**src/rtl/lpp_pkg.sv**
```systemverilog
// ---------------------------------------------------------------------------
// lpp_pkg
// Shared widths, register codes, reset values and types for the lidar
// point to pixel projection pipeline.
// ---------------------------------------------------------------------------
package lpp_pkg;

   // image coordinate width
   localparam int DIM_BITS  = 13;
   // camera coordinate, 22 fraction bits, signed
   localparam int COORD_W   = 34;
   // projection numerator f*a + c*z, signed
   localparam int NUM_W     = 51;
   // numerator magnitude and divider remainder
   localparam int MAG_W     = 52;
   // denominator z*16, unsigned (only used for z > 0)
   localparam int DEN_W     = 37;
   localparam int CSR_W     = 48;
   localparam int CSR_IDX_W = 3;

   // register indexes
   localparam logic [CSR_IDX_W-1:0] REG_ROT0   = 3'd0;
   localparam logic [CSR_IDX_W-1:0] REG_ROT1   = 3'd1;
   localparam logic [CSR_IDX_W-1:0] REG_ROT2   = 3'd2;
   localparam logic [CSR_IDX_W-1:0] REG_TRANS  = 3'd3;
   localparam logic [CSR_IDX_W-1:0] REG_FOCAL  = 3'd4;
   localparam logic [CSR_IDX_W-1:0] REG_CENTER = 3'd5;
   localparam logic [CSR_IDX_W-1:0] REG_IMAGE  = 3'd6;

   // reset values
   localparam logic [47:0] ROT0_RST   = 48'd16384;
   localparam logic [47:0] ROT1_RST   = 48'd1073741824;
   localparam logic [47:0] ROT2_RST   = 48'd70368744177664;
   localparam logic [47:0] TRANS_RST  = 48'd0;
   localparam logic [31:0] FOCAL_RST  = 32'd1162364232;
   localparam logic [31:0] CENTER_RST = 32'd503851016;
   localparam logic [2*DIM_BITS-1:0] IMAGE_RST = (2*DIM_BITS)'(7865600);

   typedef enum logic [1:0] {
      OUT_INSIDE  = 2'd0,
      OUT_BEHIND  = 2'd1,
      OUT_OUTSIDE = 2'd2
   } outcome_type;

   // unpacked configuration
   typedef struct packed {
      logic signed [2:0][2:0][15:0] rot;   // [row][col]
      logic signed [2:0][15:0]      trans;
      logic [1:0][15:0]             focal;  // 0: fx, 1: fy
      logic [1:0][15:0]             center; // 0: cx, 1: cy
      logic [DIM_BITS-1:0]          cols;
      logic [DIM_BITS-1:0]          rows;
   } cfg_type;

   // divider result per coordinate
   typedef struct packed {
      logic                neg;
      logic                ovf;
      logic [DIM_BITS-1:0] quo;
   } quot_type;

endpackage

```
**src/rtl/lpp_div.sv**
```systemverilog
// ---------------------------------------------------------------------------
// lpp_div
// Pipelined restoring divider for both axes: one overflow stage, then one
// quotient bit per stage, most significant first.
// ---------------------------------------------------------------------------
module lpp_div import lpp_pkg::*; (
   input  logic             clock,
   input  logic             reset,
   input  logic             en,
   input  logic             in_valid,
   input  logic             in_behind,
   input  logic [MAG_W-1:0] mag [2],
   input  logic             neg [2],
   input  logic [DEN_W-1:0] den,
   output logic             out_valid,
   output logic             out_behind,
   output quot_type         quot [2]
);

   localparam int STAGES = DIM_BITS + 1;

   logic [STAGES-1:0]   valid_ff;
   logic [STAGES-1:0]   behind_ff;
   logic [DEN_W-1:0]    den_ff [STAGES];
   logic [MAG_W-1:0]    rem_ff [STAGES][2];
   logic [MAG_W-1:0]    rem_in [STAGES][2];
   quot_type            q_ff   [STAGES][2];
   quot_type            q_in   [STAGES][2];

   // overflow check and one quotient bit per stage
   always_comb begin
      logic [MAG_W-1:0] trial;
      logic             ge;
      for (int l = 0; l < 2; l++) begin
         trial          = MAG_W'(den) << DIM_BITS;
         q_in[0][l].neg = neg[l];
         q_in[0][l].ovf = mag[l] >= trial;
         q_in[0][l].quo = '0;
         rem_in[0][l]   = mag[l];
      end
      for (int s = 1; s < STAGES; s++) begin
         for (int l = 0; l < 2; l++) begin
            trial        = MAG_W'(den_ff[s-1]) << (DIM_BITS - s);
            ge           = rem_ff[s-1][l] >= trial;
            q_in[s][l]   = q_ff[s-1][l];
            rem_in[s][l] = ge ? rem_ff[s-1][l] - trial : rem_ff[s-1][l];
            q_in[s][l].quo[DIM_BITS-s] = ge;
         end
      end
   end

   always_ff @(posedge clock) begin
      if (reset) begin
         valid_ff <= '0;
      end else if (en) begin
         valid_ff <= {valid_ff[STAGES-2:0], in_valid};
      end
   end

   always_ff @(posedge clock) begin
      if (en) begin
         behind_ff <= {behind_ff[STAGES-2:0], in_behind};
         den_ff[0] <= den;
         for (int s = 1; s < STAGES; s++) begin
            den_ff[s] <= den_ff[s-1];
         end
         rem_ff <= rem_in;
         q_ff   <= q_in;
      end
   end

   assign out_valid  = valid_ff[STAGES-1];
   assign out_behind = behind_ff[STAGES-1];
   assign quot       = q_ff[STAGES-1];

endmodule

```
**config.mk**
```make
export PLATFORM = sky130hd
export DESIGN_NAME = lpp_div
export DESIGN_NICKNAME = d
export VERILOG_FILES = /design/src/rtl/lpp_pkg.sv /design/src/rtl/lpp_div.sv
export SDC_FILE = /design/constraint.sdc
export NUM_CORES = 2
export LEC_CHECK = 0
export CORE_AREA = 2 2 486 681
export DETAILED_ROUTE_END_ITERATION = 10
export DIE_AREA = 0 0 488 683
export DONT_BUFFER_PORTS = 1
export SYNTH_ARGS = -nofsm -noshare
export SYNTH_HDL_FRONTEND = slang
export SYNTH_SLANG_ARGS = --single-unit
```
**constraint.sdc**
```tcl
create_clock -name clock -period 3.4 [get_ports clock]
set_clock_uncertainty 0.05 [all_clocks]
set_input_delay 0.51 -clock clock [delete_from_list [all_inputs] [get_ports clock]]
set_output_delay 0.51 -clock clock [all_outputs]
set_load 0.005 [all_outputs]
```
==> results.yml <==
status:
  status: "complete, but fails checks"
  violations: "negative setup slack"
timing:
  slew_headroom_pct: 27.95
  maxSlewViolCount: 0
  rsz0062_at_grt: "true"
  fin_crit_ns: 4.002
  worst_pin_slew_ns: 1.077
  finalSetupViolCount: 992
  hold_viol: 0
  fmax_mhz: 249.9
  post-route-period-util_pct: 117.7
  setup_ws_ns: -0.6022
worst_setup_path:
  ff2ff_path_depth: 15
  r2r_setup_slack_ns: -0.60
  rr_endpoint: "rem_ff[931]$_DFFE_PP_"
  slowest_stage: "or4b_4"
  cp_cell_sequence: "buf_6, ha_4, fa_2, nor2b_2, o31a_1, buf_12, o211ai_4, a31oi_4, a21oi_2, o21bai_2, a41oi_2, o21a_2, or2_4, or4b_4, xnor2_1"
  max_stage_delay_ns: 0.51
  crit_fanout: 3
  arrival_ns: 4.59
  setup.worst_path.end_class: "flop"
  path_class: "flop to flop"
  cp-startpoint: "den_ff[0][148]$_DFFE_PP_"
  cp.required_ns: 3.99
  reg2reg_from: "den_ff[0][148]$_DFFE_PP_"
  worstSetupStartpointType: "flop"
clock_tree:
  htreeDepth: 4
  numCtsBuffers: 225
  cts_buffer_depth: 4
  cts_root_buf: "clkbuf_16"
  cts.sinks: 2099
  path_clk_slew_ns: 0.06
  cts_tree: "built"
  clock_latency_ns: 0.95
worst_hold_path:
  holdPathStages: 3
  hold_end: "q_ff[403]$_DFFE_PP_"
  hold_class: "primary input to flop"
  hold_start: "mag[49]"
power:
  irDropWorstVdd_uv: 508.3
  power.internal_uw: 94120
  seqPwrFrac_pct: 28.6
  leakage_uw: 0.07754
  power.share.combinational_pct: 54.6
  switching_share_pct: 37.93
  p_switching_uw: 57520
  clkPwrFrac_pct: 16.8
  power_density_mw_per_mm2: 832.6
placed_design:
  portBuffers: 0
  dp_slack_ns: -1.423
  dp_hpwl_um: 327200
  post-place-cells: 19710
  place_congestion: 0.9784
global_routing:
  use_met1_pct: 21.15
  gr-max-usage-layer: "met2"
  grtUsageTotal_pct: 25.29
  grt_antenna_before_repair: 4
  use_met2_pct: 50.30
  grt.overflow.total: 0
  grt_pass1_vias: 114400
  met3_usage_pct: 2.267
  grt_pass1_wl_um: 640600
  grt_max_degree: 144
synth:
  synthCells: 12530
  ys_types: 115
  yosys_warnings: 0
  synth_edf_count: 2085
  avgSynthCellArea_um2: 10.41
  netlist_area_mm2: 0.1304
  syn_nets: 13740
  seq_area_frac_synth_pct: 48.22
  async_flop_share_pct: 0
  synth_ff_type: "edfxtp_1"
  synth_seq_cells: 2099
cells_and_area:
  drive_gt1_share_pct: 32.96
  final_nets: 17360
  final_cell_mix: "buf_4 (3270), edfxtp_1 (2085), a21oi_1 (1168), ha_1 (954), nor2_1 (856)"
  area_delta_synth_final_pct: 39.64
  final_common_cell: "buf_4"
  final_cells: 20730
  nFillCells: 28030
route:
  routed-via-count: 107900
  dr.pass1.iters: 6
  drt-wirelength-per-cell_um: 20.98
  routed_via_density: 5.205
  postRouteAntennaNets: 0
  drc: 0
  drtIter0Drc: 4733
  drt-total-wl_um: 434900
run:
  cap_violations: 0
floorplanning:
  ios: 180
  num_rows: 249
  die_area_mm2: 0.3333
  initial_core_util_pct: 39.83
  fp.dieH_um: 683
  core_mm2: 0.3274
  die_w_um: 488
[cells in the mapped netlist (71+ instances only)]
| cell | count | area [um^2] |
|---|---|---|
| o21a_1 | 108 | 810.8 |
| nand4_1 | 223 | 1395 |
| nor2b_1 | 120 | 750.7 |
| clkbuf_1 | 323 | 1212 |
| o31ai_1 | 71 | 533.0 |
| nor4_1 | 130 | 813.3 |
| edfxtp_1 | 2085 | 62610 |
| and3_1 | 93 | 581.8 |
| xnor2_1 | 589 | 5159 |
| nand3_1 | 221 | 1106 |
| nand2_1 | 937 | 3517 |
| a31oi_1 | 88 | 550.5 |
| inv_1 | 793 | 2977 |
| xor2_1 | 396 | 3468 |
| a21o_1 | 684 | 5135 |
| nor3_1 | 172 | 860.8 |
| o21bai_1 | 136 | 1021 |
| ha_1 | 1036 | 12960 |
| mux2_2 | 160 | 1802 |
| nand2b_1 | 112 | 700.7 |
| a21oi_1 | 1307 | 6541 |
| nor2_1 | 958 | 3596 |
| o21ai_0 | 786 | 3934 |
[repair_timing]
action	in CTS	in global routing
pin swaps	590	274
setup endpoints to repair	1117	1100
hold buffers	147	0
buffers inserted	330	107
gates cloned	65	19
resized for setup	1621	493
endpoints found under the hold margin	167	0
[worst max-delay path by stage]
stage	end	slack [ns]	cells after the start
5_1_grt	rem_ff[841]$_DFFE_PP_	-0.69	18
6_report	rem_ff[931]$_DFFE_PP_	-0.60	15
2_1_floorplan	rem_ff[571]$_DFFE_PP_	-0.02	15
3_3_place_gp	rem_ff[671]$_DFFE_PP_	-1.38	14
4_1_cts	rem_ff[862]$_DFFE_PP_	-0.49	16
3_5_place_dp	rem_ff[675]$_DFFE_PP_	-1.42	14
[metal layers]
metal  up-vias  wire (um)
met5         -          0
met2      2204     237400
li1      53570          -
met4         0      53060
met3      1387      10280
met1     50730     134200
[metrics by stage]
step / total power, uW / TNS [ns] / util (%) / hold slack [ns] / area, um^2
after CTS: 149500 / -188.27 / 54.73 / 0.001875 / 179200
after global placement: 116300 / -553.58 / 48.65 / 0.3505 / 159300
after global routing: 160800 / -336.31 / 55.63 / 0.03638 / 182100
after floorplan: 83470 / -0.05164 / - / 0.3503 / 130600
after detailed placement: 116900 / -581.03 / 48.65 / 0.3545 / 159300
final: 151600 / -212.10 / 55.63 / 0.07381 / 182100
[worst max-delay path, delay by kind of cell, from the launching register on]
kind	cells	cell delay (ns)
AOI/OAI and AO/OA	7	1.43
and+or+nand+nor	3	0.89
adders and majority gates	2	0.51
DFF	1	0.42
buffers and inverters	2	0.28
xor gates and xnor gates	1	0.15
[power groups by stage]
stage	clock network, uW	logic, uW	registers, uW
2_1_floorplan	0	42100	41400
3_3_place_gp	0	72900	43400
3_5_place_dp	0	73400	43400
4_1_cts	26200	80200	43100
5_1_grt	27100	89700	44000
6_report	25500	82700	43400
[final cells by class]
cell class,instances,area (um^2),share of cell area (%)
multi-input cells,9193,70000,38.43
flip-flops and latches,2099,62890,34.53
repair buffers,3829,33050,18.14
clock inverters,156,1805,0.9913
diodes,5,12.51,0.006870
inverters,798,3065,1.683
clock buffers,254,5803,3.186
repair inverters,1,16.27,0.008930
well taps,4392,5495,3.017
[flip-flops by register name, indices dropped and copies added, names as in the netlist]
name       flops
valid_ff      14
quot          30
behind_ff     14
q_ff         208
den_ff       481
rem_ff      1352
[kinds of logic after synthesis]
| logic type | synth area share [%] |
|---|---|
| buffers and inverters | 3.732 |
| AOI/OAI and AO/OA | 17.48 |
| DFF | 48.22 |
| adders and majority gates | 10.31 |
| and+or+nand+nor | 12.12 |
| xor gates and xnor gates | 6.614 |
| muxes | 1.535 |
Note: power is estimated with default switching activity, not from simulation.
